==> src/rtl/etm_pkg.sv <==
// Shared types, constants and register codes of the endstop trigger monitor.
`default_nettype none

package etm_pkg;

  localparam int NumPins      = 13;
  localparam int PinIdxW      = 4;
  localparam int NumAxes      = 3;
  localparam int NumHits      = 4;
  localparam int MaxZSwitches = 4;

  // Pin positions in the raw pin word.
  localparam logic [PinIdxW-1:0] PinXMin  = 4'd0;
  localparam logic [PinIdxW-1:0] PinYMin  = 4'd1;
  localparam logic [PinIdxW-1:0] PinProbe = 4'd3;
  localparam logic [PinIdxW-1:0] PinXMax  = 4'd4;
  localparam logic [PinIdxW-1:0] PinYMax  = 4'd5;

  localparam logic [PinIdxW-1:0] ZMinPins [MaxZSwitches] = '{4'd2, 4'd7, 4'd9, 4'd11};
  localparam logic [PinIdxW-1:0] ZMaxPins [MaxZSwitches] = '{4'd6, 4'd8, 4'd10, 4'd12};

  // Hit flag positions.
  localparam int HitX     = 0;
  localparam int HitY     = 1;
  localparam int HitZ     = 2;
  localparam int HitProbe = 3;

  // Configuration register indexes.
  localparam int CfgIdxW = 3;
  localparam logic [CfgIdxW-1:0] CfgInvertMask  = 3'd0;
  localparam logic [CfgIdxW-1:0] CfgPresentMask = 3'd1;
  localparam logic [CfgIdxW-1:0] CfgZSwitchCnt  = 3'd2;
  localparam logic [CfgIdxW-1:0] CfgProbeMode   = 3'd3;
  localparam logic [CfgIdxW-1:0] CfgProbeEnable = 3'd4;

  // Probe modes.
  localparam logic [1:0] ProbeNone     = 2'd0;
  localparam logic [1:0] ProbeOnZMin   = 2'd1;
  localparam logic [1:0] ProbeSeparate = 2'd2;

  localparam logic [NumPins-1:0] PresentReset = 13'd127;
  localparam logic [2:0]         ZCountReset  = 3'd1;

  typedef struct packed {
    logic [NumPins-1:0] invert_mask;
    logic [NumPins-1:0] present_mask;
    logic [2:0]         z_switch_count;
    logic [1:0]         probe_mode;
    logic               probe_enable;
  } etm_cfg_t;

  typedef struct packed {
    logic [NumPins-1:0] raw_pins;
    logic [NumAxes-1:0] dir_negative;
    logic [NumAxes-1:0] axis_moving;
    logic               homing;
    logic               clear_hits;
  } etm_item_t;

  typedef struct packed {
    logic [NumPins-1:0] sampled_levels;
    logic [NumHits-1:0] hit_flags;
    logic [NumAxes-1:0] stop_axes;
    logic               abort_move;
  } etm_result_t;

endpackage

`default_nettype wire

==> src/rtl/endstop_trigger_monitor.sv <==
// Top level of the endstop trigger monitor: request registers, state and result register.
`default_nettype none

// The monitor takes one request per stepper tick: 13 raw endstop pin levels,
// the per-axis direction and moving flags, the homing flag and a request to
// clear the sticky hits. Only the endstops that face the direction of motion
// are sampled, after polarity inversion, and a switch counts as triggered
// when it reads active on this sample and on the previous one. Each request
// yields exactly one result with the updated level word, the sticky hit
// flags, the axes to stop and the abort flag of the combined multi-Z test.
// A request is registered on acceptance and its result is registered when the
// result register is free, and a new request is accepted every clock as long
// as the result side keeps taking results; the input stall rises only when
// both the request register and the result register are full and the result
// is stalled. The level and hit state is updated in the same cycle a request
// moves into the result register, so the next request always sees it.
// Configuration writes are always ready and take effect on the next clock;
// write them only while the monitor holds no request. Writes to indexes
// beyond the five registers are ignored.

module endstop_trigger_monitor
  import etm_pkg::*;
(
  input  wire logic               clk_i,
  input  wire logic               rst_ni,
  // Configuration write port.
  input  wire logic               cfg_valid_i,
  output logic                    cfg_ready_o,
  input  wire logic [CfgIdxW-1:0] cfg_index_i,
  input  wire logic [NumPins-1:0] cfg_data_i,
  // Request channel.
  input  wire logic               in_valid_i,
  output logic                    in_stall_o,
  input  wire logic [NumPins-1:0] raw_pins_i,
  input  wire logic [NumAxes-1:0] dir_negative_i,
  input  wire logic [NumAxes-1:0] axis_moving_i,
  input  wire logic               homing_i,
  input  wire logic               clear_hits_i,
  // Result channel.
  output logic                    out_valid_o,
  input  wire logic               out_stall_i,
  output logic [NumPins-1:0]      sampled_levels_o,
  output logic [NumHits-1:0]      hit_flags_o,
  output logic [NumAxes-1:0]      stop_axes_o,
  output logic                    abort_move_o
);

  etm_cfg_t           cfg;
  etm_item_t          item_q;
  etm_result_t        result_d;
  etm_result_t        result_q;
  logic               in_valid_q;
  logic               out_valid_q;
  logic               out_free;
  logic               advance;
  logic               accept;
  logic [NumPins-1:0] last_levels_q;
  logic [NumHits-1:0] sticky_hits_q;

  etm_cfg_regs u_cfg (
    .clk_i       (clk_i),
    .rst_ni      (rst_ni),
    .cfg_valid_i (cfg_valid_i),
    .cfg_index_i (cfg_index_i),
    .cfg_data_i  (cfg_data_i),
    .cfg_o       (cfg)
  );

  assign cfg_ready_o = 1'b1;

  // The result register can take a new result when it is empty or drains now.
  assign out_free   = !out_valid_q || !out_stall_i;
  assign advance    = in_valid_q && out_free;
  assign in_stall_o = in_valid_q && !out_free;
  assign accept     = in_valid_i && !in_stall_o;

  always_ff @(posedge clk_i or negedge rst_ni) begin
    if (!rst_ni) begin
      in_valid_q <= 1'b0;
    end else if (accept) begin
      in_valid_q <= 1'b1;
    end else if (advance) begin
      in_valid_q <= 1'b0;
    end
  end

  always_ff @(posedge clk_i) begin
    if (accept) begin
      item_q.raw_pins     <= raw_pins_i;
      item_q.dir_negative <= dir_negative_i;
      item_q.axis_moving  <= axis_moving_i;
      item_q.homing       <= homing_i;
      item_q.clear_hits   <= clear_hits_i;
    end
  end

  etm_core u_core (
    .cfg_i         (cfg),
    .item_i        (item_q),
    .last_levels_i (last_levels_q),
    .sticky_hits_i (sticky_hits_q),
    .result_o      (result_d)
  );

  // Level and hit state follows each request as it enters the result register.
  always_ff @(posedge clk_i or negedge rst_ni) begin
    if (!rst_ni) begin
      last_levels_q <= '0;
      sticky_hits_q <= '0;
    end else if (advance) begin
      last_levels_q <= result_d.sampled_levels;
      sticky_hits_q <= result_d.hit_flags;
    end
  end

  always_ff @(posedge clk_i or negedge rst_ni) begin
    if (!rst_ni) begin
      out_valid_q <= 1'b0;
    end else if (out_free) begin
      out_valid_q <= advance;
    end
  end

  always_ff @(posedge clk_i) begin
    if (advance) begin
      result_q <= result_d;
    end
  end

  assign out_valid_o      = out_valid_q;
  assign sampled_levels_o = result_q.sampled_levels;
  assign hit_flags_o      = result_q.hit_flags;
  assign stop_axes_o      = result_q.stop_axes;
  assign abort_move_o     = result_q.abort_move;

endmodule

`default_nettype wire

==> src/rtl/etm_cfg_regs.sv <==
// Configuration register file of the endstop trigger monitor.
`default_nettype none

module etm_cfg_regs
  import etm_pkg::*;
(
  input  wire logic               clk_i,
  input  wire logic               rst_ni,
  input  wire logic               cfg_valid_i,
  input  wire logic [CfgIdxW-1:0] cfg_index_i,
  input  wire logic [NumPins-1:0] cfg_data_i,
  output etm_cfg_t                cfg_o
);

  etm_cfg_t cfg_q, cfg_d;

  always_comb begin
    cfg_d = cfg_q;
    if (cfg_valid_i) begin
      unique case (cfg_index_i)
        CfgInvertMask:  cfg_d.invert_mask    = cfg_data_i;
        CfgPresentMask: cfg_d.present_mask   = cfg_data_i;
        CfgZSwitchCnt:  cfg_d.z_switch_count = cfg_data_i[2:0];
        CfgProbeMode:   cfg_d.probe_mode     = cfg_data_i[1:0];
        CfgProbeEnable: cfg_d.probe_enable   = cfg_data_i[0];
        default:        cfg_d = cfg_q;
      endcase
    end
  end

  always_ff @(posedge clk_i or negedge rst_ni) begin
    if (!rst_ni) begin
      cfg_q.invert_mask    <= '0;
      cfg_q.present_mask   <= PresentReset;
      cfg_q.z_switch_count <= ZCountReset;
      cfg_q.probe_mode     <= ProbeNone;
      cfg_q.probe_enable   <= 1'b0;
    end else begin
      cfg_q <= cfg_d;
    end
  end

  assign cfg_o = cfg_q;

endmodule

`default_nettype wire

==> src/rtl/etm_core.sv <==
// Combinational endstop sampling, trigger qualification and hit logic.
`default_nettype none

module etm_core
  import etm_pkg::*;
(
  input  wire etm_cfg_t           cfg_i,
  input  wire etm_item_t          item_i,
  input  wire logic [NumPins-1:0] last_levels_i,
  input  wire logic [NumHits-1:0] sticky_hits_i,
  output etm_result_t             result_o
);

  logic [NumPins-1:0]      active;
  logic [NumPins-1:0]      prev;
  logic [NumPins-1:0]      cur;
  logic [NumHits-1:0]      hits;
  logic [NumAxes-1:0]      stop;
  logic                    abort_mv;
  logic [2:0]              count;
  logic                    down;
  logic                    z_moving;
  logic [PinIdxW-1:0]      x_pin;
  logic [PinIdxW-1:0]      y_pin;
  logic [PinIdxW-1:0]      z_pins [MaxZSwitches];
  logic [MaxZSwitches-1:0] z_test;
  logic [MaxZSwitches-1:0] z_all;

  always_comb begin
    active   = item_i.raw_pins ^ cfg_i.invert_mask;
    prev     = last_levels_i;
    cur      = prev;
    hits     = item_i.clear_hits ? '0 : sticky_hits_i;
    stop     = '0;
    abort_mv = 1'b0;
    down     = item_i.dir_negative[2];
    z_moving = item_i.axis_moving[2];
    z_test   = '0;

    // Out-of-range switch counts saturate into one to four.
    if (cfg_i.z_switch_count == 3'd0) begin
      count = 3'd1;
    end else if (cfg_i.z_switch_count > 3'(MaxZSwitches)) begin
      count = 3'(MaxZSwitches);
    end else begin
      count = cfg_i.z_switch_count;
    end

    for (int k = 0; k < MaxZSwitches; k++) begin
      z_pins[k] = down ? ZMinPins[k] : ZMaxPins[k];
      z_all[k]  = (3'(k) < count);
    end

    // X and Y have a single switch per direction.
    x_pin = item_i.dir_negative[0] ? PinXMin : PinXMax;
    y_pin = item_i.dir_negative[1] ? PinYMin : PinYMax;
    if (cfg_i.present_mask[x_pin]) begin
      cur[x_pin] = active[x_pin];
      if (prev[x_pin] && active[x_pin] && item_i.axis_moving[0]) begin
        hits[HitX] = 1'b1;
        stop[0]    = 1'b1;
      end
    end
    if (cfg_i.present_mask[y_pin]) begin
      cur[y_pin] = active[y_pin];
      if (prev[y_pin] && active[y_pin] && item_i.axis_moving[1]) begin
        hits[HitY] = 1'b1;
        stop[1]    = 1'b1;
      end
    end

    if (cfg_i.present_mask[z_pins[0]]) begin
      if (count >= 3'd2) begin
        // Combined Z test; absent extra switches follow the primary one.
        cur[z_pins[0]] = active[z_pins[0]];
        for (int k = 1; k < MaxZSwitches; k++) begin
          if (z_all[k]) begin
            cur[z_pins[k]] = cfg_i.present_mask[z_pins[k]] ? active[z_pins[k]]
                                                           : active[z_pins[0]];
          end
        end
        for (int k = 0; k < MaxZSwitches; k++) begin
          z_test[k] = z_all[k] & cur[z_pins[k]] & prev[z_pins[k]];
        end
        if ((z_test != '0) && z_moving) begin
          hits[HitZ] = 1'b1;
          if (!item_i.homing || (z_test == z_all)) begin
            abort_mv = 1'b1;
          end
        end
      end else if (!(down && (cfg_i.probe_mode == ProbeOnZMin) && !cfg_i.probe_enable)) begin
        cur[z_pins[0]] = active[z_pins[0]];
        if (prev[z_pins[0]] && active[z_pins[0]] && z_moving) begin
          hits[HitZ] = 1'b1;
          stop[2]    = 1'b1;
        end
      end
    end

    if (down && (cfg_i.probe_mode == ProbeSeparate) && cfg_i.probe_enable) begin
      cur[PinProbe] = active[PinProbe];
      if (prev[PinProbe] && active[PinProbe]) begin
        if (z_moving) begin
          hits[HitZ] = 1'b1;
          stop[2]    = 1'b1;
        end
        hits[HitProbe] = 1'b1;
      end
    end

    result_o.sampled_levels = cur;
    result_o.hit_flags      = hits;
    result_o.stop_axes      = stop;
    result_o.abort_move     = abort_mv;
  end

endmodule

`default_nettype wire

==> config.mk <==
export PLATFORM = sky130hd
export DESIGN_NAME = endstop_trigger_monitor
export DESIGN_NICKNAME = d
export VERILOG_FILES = /design/src/rtl/etm_pkg.sv /design/src/rtl/endstop_trigger_monitor.sv /design/src/rtl/etm_cfg_regs.sv /design/src/rtl/etm_core.sv
export SDC_FILE = /design/constraint.sdc
export NUM_CORES = 1
export LEC_CHECK = 0
export ABC_AREA = 1
export ABC_CLOCK_PERIOD_IN_PS = 2200
export BUFFER_PORTS_ARGS = -buffer_cell sky130_fd_sc_hd__buf_4
export CAP_MARGIN = 10
export CORE_UTILIZATION = 56
export CTS_CLUSTER_DIAMETER = 200
export CTS_CLUSTER_SIZE = 8
export DETAILED_ROUTE_END_ITERATION = 6
export GPL_ROUTABILITY_DRIVEN = 1
export PLACE_DENSITY = 0.87
export SLEW_MARGIN = 0
export SYNTH_ARGS = -nofsm -noshare
export SYNTH_HDL_FRONTEND = slang
export SYNTH_SLANG_ARGS = --single-unit
export TNS_END_PERCENT = 5
==> constraint.sdc <==
create_clock -name clk_i -period 2.2 [get_ports clk_i]
set_input_delay 0.22 -clock clk_i [delete_from_list [all_inputs] [get_ports clk_i]]
set_output_delay 0.22 -clock clk_i [all_outputs]
set_load 0.03 [all_outputs]
* Word-level counts from Yosys, hierarchy flattened
Cells that the tools add are included.
** Cells by class
- Reductions and logical operators :: 39
- Bitwise gates (word level) :: 9
- Multiplexer cells :: 113
- Eq/ne operators :: 7
- $lt $le $gt $ge :: 18
** Operator list (count)
- $mux 13 :: 14
- $bmux 1 s4 :: 22
- $bwmux 13 :: 6
- $mux 1 :: 54
- $lt 4x5->1 const B :: 6
- $demux 1 s4 :: 6
- $ge 4x1->1 const B :: 6
- $logic_and 1x1->1 :: 21
- $mux 3 :: 6
- $xor 13x13->13 :: 1
- $reduce_and 2->1 :: 5
- $and 1x1->1 :: 8
- $mux 4 :: 2
- $eq 3x2->1 const B :: 2
- $logic_not 1->1 :: 6
- $logic_not 3->1 :: 2
- $lt 1x3->1 const A :: 2
- $lt 2x3->1 const A :: 2
- $mux 2 :: 3
- $eq 4x4->1 :: 1
- $reduce_bool 4->1 :: 1
- $eq 3x1->1 const B :: 1
- $eq 3x3->1 const B :: 1
- $ge 3x2->1 const B :: 1
- 6 further kinds :: 7
** Word-level totals
- Register bits :: 93
- Output and inout bits :: 24
- Logic and storage cells :: 206
- Input bits :: 42

* Depth between registers and ports, before layout
Gate-level depths: netlist of run 1.
- Depth after elaboration :: 34
- Gate-level depth with buffers :: 15
- Gate-level depth less buffers :: 14

* Modules after synthesis
From an unflattened synthesis of run 1, not the netlist that was laid out.
** Second synthesis, totals
- Cells, all modules :: 469
- Area total of the unflattened synthesis :: 4329.2 sq um
** Modules (own cells, without submodules)
- endstop_trigger_monitor :: seq. area each 1736.7 sq um, area each 2070.7 sq um, cells each 127, instances 1
- etm_cfg_regs :: seq. area each 810.8 sq um, area each 1351.3 sq um, cells each 151, instances 1
- etm_core :: seq. area each 0.0 sq um, area each 907.1 sq um, cells each 191, instances 1

* Least setup slack after synthesis of run 1
OpenSTA, ideal clock, no wires.
- Path kind :: register to register
- Start :: reg out_valid_q, in the netlist out_valid_o
- End :: reg result_q (netlist bit abort_move_o), enable pin
- Data required time :: 1.839 ns
- Clock period less this slack :: 1.587 ns
- Cell stages (with the launch flop) :: 5
- Arrival time :: 1.226 ns
- Setup slack :: 0.613 ns
- Path buffers :: 1
- Library setup time :: 0.361 ns
- Cells stage by stage :: dfrtp_1 nand2_1 nand2_1 inv_1 buf_2
** Between the ends
- Cells in the longest elaborated chain, start to end :: 3
** Ends and longest elaborated chain
- start, declared :: line endstop_trigger_monitor.sv:53 : logic out_valid_q;
- start signal, assigned :: line endstop_trigger_monitor.sv:120 : out_valid_q <= advance;
- $logic_not 1->1 :: line endstop_trigger_monitor.sv:72 : assign out_free = !out_valid_q || !out_stall_i;
- $logic_or 1x1->1 :: line endstop_trigger_monitor.sv:72
- $logic_and 1x1->1 :: line endstop_trigger_monitor.sv:73 : assign advance = in_valid_q && out_free;
- net advance :: line endstop_trigger_monitor.sv:55 : logic advance;
- end signal, assigned :: line endstop_trigger_monitor.sv:126 : result_q <= result_d;
- end, declared :: line endstop_trigger_monitor.sv:51 : etm_result_t result_q;
The timed path passes the listed nets, and every way through them passes these cells.
A chain may end at the register's enable or synchronous reset.

* Worst setup path after layout of run 1
- Start :: reg item_q[7] in the netlist's numbering
- End :: reg result_q (netlist bit abort_move_o), data pin
** Between the ends
- Cells in the longest elaborated chain, start to end :: 25
- Elaborated cells on any way between the ends :: 86
- Those cells by class :: order compare: 8; eq/ne: 1; mux: 61; bitwise: 8; reduce/logical: 8
** Ends and longest elaborated chain
- start, declared :: line endstop_trigger_monitor.sv:49 : etm_item_t item_q;
- $mux 3 :: line etm_core.sv:50 : z_pins[k] = down ? ZMinPins[k] : ZMaxPins[k];
- $lt 4x5->1 (not written as such) / $ge 4x1->1 (equally long branches) :: line etm_core.sv:75 : cur[z_pins[0]] = active[z_pins[0]];
- $logic_and 1x1->1 (not written as such) :: line etm_core.sv:75
- $mux 1 (not written as such) :: line etm_core.sv:75
- $demux 1 s4
- $bwmux 13 :: line etm_core.sv:75
- $bwmux 13 :: line etm_core.sv:78 : cur[z_pins[k]] = cfg_i.present_mask[z_pins[k]] ? active[z_pins[k]]
- $mux 13 :: line etm_core.sv:77 : if (z_all[k]) begin
- [8 not listed]
- $mux 13 :: line etm_core.sv:73 : if (count >= 3'd2) begin
- $mux 13 :: line etm_core.sv:72 : if (cfg_i.present_mask[z_pins[0]]) begin
- $bmux 1 s4 :: line etm_core.sv:83 : z_test[k] = z_all[k] & cur[z_pins[k]] & prev[z_pins[k]];
- $mux 1 (not written as such) :: line etm_core.sv:83
- $and 1x1->1 (2 in series) :: line etm_core.sv:83
- $eq 4x4->1 / $reduce_bool 4->1 (equally long branches) :: line etm_core.sv:87, etm_core.sv:85
- $logic_or 1x1->1 / $logic_and 1x1->1 (equally long branches) :: line etm_core.sv:87, etm_core.sv:85
- $mux 1 / $reduce_and 3->1 (equally long branches)
Several ways; a longest one is shown, not always the timed one. The select of a mux whose other input is x is not followed.

==> impl.org, run 1 <==
** Status
- The flow ran to the end, and the final reports show no timing, DRC or antenna violations.

** Synth
- Number of library cell types mapped by synthesis :: 37
- Syn Area/Cell :: 9.52 um2
- Share of Yosys cell area claimed by the top area cell type :: 0.308
- Number of flops mapped to enable cells by yosys :: 42
- For this run, asynchronously set or reset flops after synthesis account for 0.543.
- The share of the Yosys chip area taken by registers is 0.616.
- Synthesized area :: 0.00410 mm2
- By area the synthesized netlist is led by sky130_fd_sc_hd__edfxtp_1 (31%), sky130_fd_sc_hd__dfrtp_1 (26%), sky130_fd_sc_hd__nand2_1 (9.7%).
- Post-Synthesis Net Count :: 472
- Most repeated cell in the gate-level netlist after synthesis :: sky130_fd_sc_hd__nand2_1
- Number of synthesized register bits :: 92
- Post-synthesis instance total :: 430
- The largest total area in the synthesized netlist belongs to sky130_fd_sc_hd__edfxtp_1.
- The Yosys step of the flow raised 0 warnings.
- For this run, the leading register cell type out of synthesis is sky130_fd_sc_hd__dfrtp_1.
- Leading cell types by count after synthesis :: sky130_fd_sc_hd__nand2_1 (106), sky130_fd_sc_hd__inv_1 (66), sky130_fd_sc_hd__o21ai_0 (62), sky130_fd_sc_hd__dfrtp_1 (43), sky130_fd_sc_hd__edfxtp_1 (42)

** Worst setup path
- Data on the critical path is required at its endpoint by 2300 ps.
- Arr. time, crit path :: 1950 ps
- The worst setup path is of the reg -> reg kind.
- STA classifies the critical path startpoint as a flip-flop.
- CP endpoint kind :: flip-flop
- Biggest fanout along the worst timing path :: 16

** Clock network
- Post-CTS timing repair inserted 0 buffers for setup.
- Clock-pin slew was measured on the worst setup and hold paths at 90 ps.
- TritonCTS built the clock tree.
- Buffer levels on the longest clock path :: 2
- For this design, the sink count on the clock tree is 92.
- H-tree depth reported by CTS :: 3
- Source-to-sink clock delay at the later pin of the worst-skew pair :: 350 ps
- Total clock buffers created by CTS :: 9
- Buffer cell driving the clock tree root :: sky130_fd_sc_hd__clkbuf_8
- Resized Gates After CTS :: 0

** Cells and area
- Once layout is complete, the utilization of the core stands at 0.697.
- The area growth from synthesis to layout is 18.1%.
- Fraction of layout instances using a drive strength above 1 :: 0.218
- Cell Count, Final, Fillers Out :: 601
- Number of diodes added for antenna fixing :: 0
- Layout Cell Area excl Fill :: 0.00484 mm2
- Net total in the final layout :: 542

** STA
- Number of hold violations in the final report :: 0
- Final clock period utilization by the worst path :: 0.837
- Max Clock Freq :: 0.543 GHz
- Worst hold slack across all endpoints :: 35.7 ps
- Between clock sinks in the finished design, the worst skew comes to 10.7 ps.
- For the final routed database, the setup TNS stands at 0 ps.
- The worst path in the final design needs a cycle of 1840 ps, including I/O delays and setup.
- Setup repair after global routing left no endpoint under its margin.
- Endpoints failing setup :: 0
- Worst slew pin tran :: 714 ps
- Measured against its own limit, the worst slew margin works out to 0.523.
- Slew Viols, Final :: 0

** Drt
- Drt wl/cell :: 13.6 um
- In the routed design, unresolved DRC markers number 0.
- Once detail routing completed, the nets flagged for antenna violations numbered 0.
- The detailed router placed 3088 vias in this run.
- In this run, the number of DRC markers left after iteration 0 of detailed routing was 205.
- Pre-antenna DRT Iters :: 5
- Routed wire length :: 8160 um
- Dividing the detail-routed via count by the number of cells gives 5.14.

** Global routing
- Maximum number of pins on one net before global-route repair :: 52
- The total overflow left after global routing is 0.
- The first global-routing pass estimated 13300 um of wire.
- Highest-utilization routing layer at the global route stage :: met2
- In the global route stage, met1 resource usage came out at 0.337.
- For this run, global-route usage on met3 was measured as 0.0578.
- In the global route stage, overall resource usage came out at 0.233.
- Number of antenna violations at the first check in global routing :: 0
- Number of global-route vias before repair :: 2812
- For met2 alone, demand over resource in global routing was 0.341.

** Placed design
- Final GP Congestion :: 0.827
- Counting tap cells, the placed design contains a total of 584 instances.
- Placed wire-length estimate after detailed placement :: 5750 um
- Post-place instance area :: 0.00466 mm2
- Buffers placed on the I/O ports in this run total 64.

** Power
- Fraction of power spent switching nets :: 0.339
- Part of the power in registers :: 0.520
- VDD sags by at most 0.000502 V.
- For this design the total switching power over the nets is 1.57 mW.
- Combinational fraction of design power :: 0.266
- The internal portion of the total power is 3.07 mW.
- Of the total power, the clock network draws 0.214.
- Power spread over the standard cell area amounts to 959 mW/mm2.
- Leakage power summed over all cells :: 2.27 nW

** Die
- Total core area :: 0.00694 mm2
- The die is 87.5 um tall.
- Width of the die :: 87.5 um
- Number of placement rows :: 30
- For this design the top-level I/O count stands at 66.
- Die footprint :: 0.00766 mm2
- Effective utilization at floorplan :: 0.590

** Hold path
- Class of the most critical hold timing path :: in -> reg

** Flow run
- Max-cap violations in this run came to 0.
==> layout by cell type (no fill, tap or decap), types with 2 or more instances in the layout <==
cell type	synthesis	routed
sky130_fd_sc_hd__nand2_1	106	106
sky130_fd_sc_hd__buf_4	2	69
sky130_fd_sc_hd__inv_1	66	66
sky130_fd_sc_hd__o21ai_0	62	62
sky130_fd_sc_hd__dfrtp_1	43	43
sky130_fd_sc_hd__edfxtp_1	42	42
sky130_fd_sc_hd__nand3_1	22	22
sky130_fd_sc_hd__nor2_1	20	20
sky130_fd_sc_hd__a21oi_1	11	11
sky130_fd_sc_hd__clkbuf_8	0	9
sky130_fd_sc_hd__dfstp_2	7	7
sky130_fd_sc_hd__nand2_2	5	5
sky130_fd_sc_hd__nand3_2	4	4
sky130_fd_sc_hd__a31oi_1	3	3
sky130_fd_sc_hd__o21ai_2	3	3
sky130_fd_sc_hd__o22ai_1	3	3
sky130_fd_sc_hd__clkinv_2	0	3
sky130_fd_sc_hd__xnor2_1	2	2
sky130_fd_sc_hd__xor2_1	2	2
sky130_fd_sc_hd__nand4_1	2	2
sky130_fd_sc_hd__o21ai_1	2	2
sky130_fd_sc_hd__clkbuf_1	6	2
==> kinds of logic after synthesis <==
logic type      share of synthesized area
simple gates                        0.178
other cells                      0.000916
xor+xnor                          0.00856
flops                               0.616
compound gates                      0.113
mux                               0.00275
buf+inv                            0.0810
==> layout make-up <==
class                      count  area, um2
clock buffer                  11        131
clock inverter                 5       31.3
inverter                      68        263
timing repair buffer          70        528
sequential                    92       2520
tap                           96        120
fill                         537       2110
multi-input combinational    259       1240
==> flip-flops by register name, indices dropped and copies added (netlist names) <==
register	flops
stop_axes_o	3
sticky_hits_q	4
item_q	21
in_valid_q	1
last_levels_q	13
hit_flags_o	4
abort_move_o	1
sampled_levels_o	13
out_valid_o	1
u_cfg.cfg_o	31
==> path summary, 6_finish.rpt <==
path,start,to,slack (ps),depth (start not counted)
worst min-delay path,raw_pins_i[7],item_q[15]$_DFFE_PP_,40,1
min in group asynchronous,rst_ni,u_cfg.cfg_o[31]$_DFFE_PN0P_,410,2
worst min register to register,u_cfg.cfg_o[2]$_DFFE_PN0P_,u_cfg.cfg_o[2]$_DFFE_PN0P_,490,2
worst max-delay path,item_q[7]$_DFFE_PP_,abort_move_o$_SDFFCE_PN0P_,360,11
worst max register to register,item_q[7]$_DFFE_PP_,abort_move_o$_SDFFCE_PN0P_,360,11
max in group asynchronous,rst_ni,last_levels_q[10]$_DFFE_PN0P_,1350,2
==> layer usage <==
layer | routed length (um) | up-vias
met4 | 165 | 0
met1 | 3750 | 1423
li1 | - | 1542
met5 | 0 | -
met3 | 442 | 14
met2 | 3800 | 109
==> through the flow <==
step                      power, mW  worst slack, ps
after detailed placement       3.67              380
after global placement         3.61              449
after floorplan                3.25              613
final                          4.64              359
after CTS                      4.66              371
after global routing           4.91              197
==> critical path, cell delays in order (launching register included) <==
cell and delay [ps]:
sky130_fd_sc_hd__edfxtp_1 390, sky130_fd_sc_hd__buf_4 210, sky130_fd_sc_hd__inv_8 120, sky130_fd_sc_hd__nand3_2 110, sky130_fd_sc_hd__nand2_1 110, sky130_fd_sc_hd__nand2_1 80
sky130_fd_sc_hd__nand3_1 100, sky130_fd_sc_hd__nand3_1 100, sky130_fd_sc_hd__nand3_1 140, sky130_fd_sc_hd__nand2_1 80, sky130_fd_sc_hd__nand3_1 90, sky130_fd_sc_hd__a21oi_1 60
==> power groups by stage <==
| stage | Clock (mW) | Combinational [mW] | Sequential [mW] |
|---|---|---|---|
| after floorplan | 0 | 0.698 | 2.55 |
| after global placement | 0 | 1.18 | 2.43 |
| after global routing | 1.07 | 1.39 | 2.45 |
| after detailed placement | 0 | 1.23 | 2.44 |
| after CTS | 1.01 | 1.23 | 2.41 |
| final | 0.992 | 1.23 | 2.41 |
==> repair_timing <==
| action | in CTS | in global routing |
|---|---|---|
| hold endpoints to repair | 43 | 0 |
| hold buffers | 1 | 0 |
| setup endpoints to repair | 0 | 0 |
No activity file was read; power rests on OpenSTA's default activity.
==> run 2: changes to the inputs <==
ABC_CLOCK_PERIOD_IN_PS = 1900   (was 2200)
clock period = 1.9 ns   (was 2.2 ns; I/O delays follow)
==> run 2 against run 1 <==
Net effect: sequential power is 16% higher; critical endpoint is now hit_flags_o[2]$_DFFE_PP_; final cell count up 4.5%; highest routed layer unchanged; worst setup slack worse by 270 ps; count of clock-buffer cells in the layout decreased by 1; non-clock buffer count is 27 higher.
==> impl.org, run 2 (synthesis results as in run 1) <==
** Status
- Result of the run :: complete, no violations

** Clock network
- TritonCTS built the clock tree.
- Clock input transition at the sequential cells of the worst setup and hold paths :: 90 ps
- The later pin in the worst-skew pair is clocked with a latency of 370 ps.
- Once the clock tree was built, the setup fixing pass inserted 0 buffers.
- The clock passes through at most 2 buffers.
- Buffer cell driving the clock tree root :: sky130_fd_sc_hd__clkbuf_8
- CTS saw 92 sinks.
- H-tree depth reported by CTS :: 3
- Total clock buffers created by CTS :: 9

** Power
- For this design the static power due to leakage is 2.41 nW.
- Power per unit of standard cell area :: 1110 mW/mm2
- VDD sags by at most 0.000591 V.

** Worst setup path
- Walking the worst path, the cells encountered are buf_4, nand3_1, nand2_1, nand2_1, nand3_1, nand3_1, nand3_1, nand3_2, nand2_2, nand2_2.
- In this run the register-to-register setup slack is 90 ps.
- Launching element type of the critical path :: flip-flop
- The startpoint identified for the worst register-to-register timing path is item_q[7]$_DFFE_PP_.
- Of all nets on the critical path, the largest fanout is 7.
- Data on the critical path is required at its endpoint by 2020 ps.
- Cell type group with the largest total delay on the critical path :: simple AND/OR/NAND/NOR gates
- Arr. time, crit path :: 1930 ps
- By startpoint and endpoint, the worst setup path is classified as reg -> reg.
- Capture point of the worst path :: hit_flags_o[2]$_DFFE_PP_
- By instance count, the cell type seen most on the critical path is sky130_fd_sc_hd__nand3_1.
- For this design, the slowest cell found on the critical path is sky130_fd_sc_hd__edfxtp_1.
- The number of cells on the worst reg-to-reg path is 10.
- The critical path runs through a total of 10 cells.
- The most critical setup path has its startpoint at item_q[7]$_DFFE_PP_.
- Buf+Inv Stages, Crit Path :: 1
- Max incr delay on CP :: 380 ps
- Capturing point of the worst reg2reg path :: hit_flags_o[2]$_DFFE_PP_
- CP endpoint kind :: flip-flop

** Die
- The die covers 0.00766 mm2.
- The initialized floorplan defines 30 standard-cell rows.
- For this configuration, the core starts out at a cell density of 0.590.
- Die H :: 87.5 um
- Measured along the x axis, the die boundary spans 87.5 um.
- Total core area :: 0.00694 mm2
- During I/O placement, the number of pins put on the boundary was 66.

** Global routing
- First-pass GRT wire length :: 14100 um
- Maximum number of pins on one net before global-route repair :: 52
- The via count of the first global-routing pass came to 2971.
- The number of antenna violations at the first check in global routing is 0.
- Across every metal layer, demand over resource in global routing totals 0.247.
- Global routing finished with a remaining overflow of 0.

** Drt
- Drt wl/cell :: 14.1 um
- The count of nets left with antenna violations once routing finished came out at 0.
- For this block, the routed nets add up to 8870 um of wire.
- Via count of the routed design :: 3262
- Drt via density :: 5.19
- Initial drt markers :: 181
- Detailed-route DRC error count :: 0
- For this run, the detailed router's first-pass iteration total came to 5.

** Placed design
- Dpl ws :: 99.0 ps
- Final GP Congestion :: 0.861
- Once detailed placement completed, the half-perimeter wirelength came to 5880 um.
- The count of buffers added on input and output ports is 64.
- Post-place instance area :: 0.00472 mm2

** STA
- Worst clock skew :: 8.40 ps
- The final max-slew violation count was 0.
- Worst slew margin :: 0.521
- Setup slack of the critical path after layout :: 89.1 ps
- Endpoints failing setup :: 0
- Dividing the final minimum period by the clock period gives 0.953.
- The smallest clock period supported by the final layout is computed as 1810 ps.
- The final count of hold timing violations came to 0.
- Max Clock Freq :: 0.552 GHz
- Worst hold slack across all endpoints :: 53.5 ps
- Worst slew pin tran :: 716 ps
- For the final routed database, the setup TNS stands at 0 ps.

** Cells and area
- Post-layout utilization of the core :: 0.744
- At the end of the flow, the number of nets in the layout was 569.
- The register with the most flip-flops in the layout has 31 of them.
- Layout Cell Area excl Fill :: 0.00517 mm2
- In the layout the commonest cells are sky130_fd_sc_hd__nand2_1 (105), sky130_fd_sc_hd__buf_4 (73), sky130_fd_sc_hd__inv_1 (66).
- The repair_antennas step left the layout with diodes totalling 0.
- Relative to the synthesized area, the layout overhead comes to 26.2%.
- The library cell used most frequently in the layout, excluding fill and tap cells, is sky130_fd_sc_hd__nand2_1.
- Fraction of layout instances using a drive strength above 1 :: 0.224

** Hold path
- Launch point of the worst hold path :: cfg_data_i[3]
- The worst hold path belongs to the class in -> reg.

** Flow run
- Max-cap violations in this run came to 0.
-- run 2: cell count changes in the layout (fill, tap and decap cells not counted), sizes merged --
cell,delta
dlygate4sd3,+21
buf,+6
clkinv,-3
inv,+3
bufinv,+1
clkbuf,-1
-- run 2: report_power, final --
part           total [mW]  switching [mW]  internal (mW)
clock                1.37           0.714          0.655
sequential           2.80           0.232           2.57
combinational        1.55           0.958          0.589
total                5.71            1.90           3.81
-- run 2: how the worst min path moves through the flow --
stage	to	depth (start not counted)
floorplan	in_valid_q$_DFFE_PN0P_	0
CTS	item_q[4]$_DFFE_PP_	1
global placement	u_cfg.cfg_o[31]$_DFFE_PN0P_	1
detailed placement	u_cfg.cfg_o[18]$_DFFE_PN0P_	1
finish	u_cfg.cfg_o[22]$_DFFE_PN0P_	2
global route	u_cfg.cfg_o[22]$_DFFE_PN0P_	2
-- run 2: stage by stage --
stage | instances | total power, mW
floorplan | 430 | 3.77
global placement | 590 | 4.24
global route | 628 | 6.02
finish | 628 | 5.71
detailed placement | 590 | 4.30
CTS | 627 | 5.70
-- run 2: routing by layer --
| layer | vias up | wire length (um) | global-route usage |
|---|---|---|---|
| li1 | 1600 | - | - |
| met1 | 1532 | 3910 | 0.334 |
| met2 | 118 | 4350 | 0.393 |
| met3 | 12 | 502 | 0.0682 |
| met4 | 0 | 112 | 0.0745 |
| met5 | - | 0 | 0 |
-- run 2: cell type report --
type,count,area (um2)
repair buffers,97,800
flip-flops and latches,92,2520
fillers,489,1780
multi-input cells,259,1250
inverters,68,268
clock inverters,6,67.6
clock buffers,10,138
well taps,96,120
-- run 2: what timing repair did --
action	CTS	global route
endpoints found under the hold margin	63	1
hold buffers	21	1
endpoints found under the setup margin	0	2
gates resized for setup	0	4
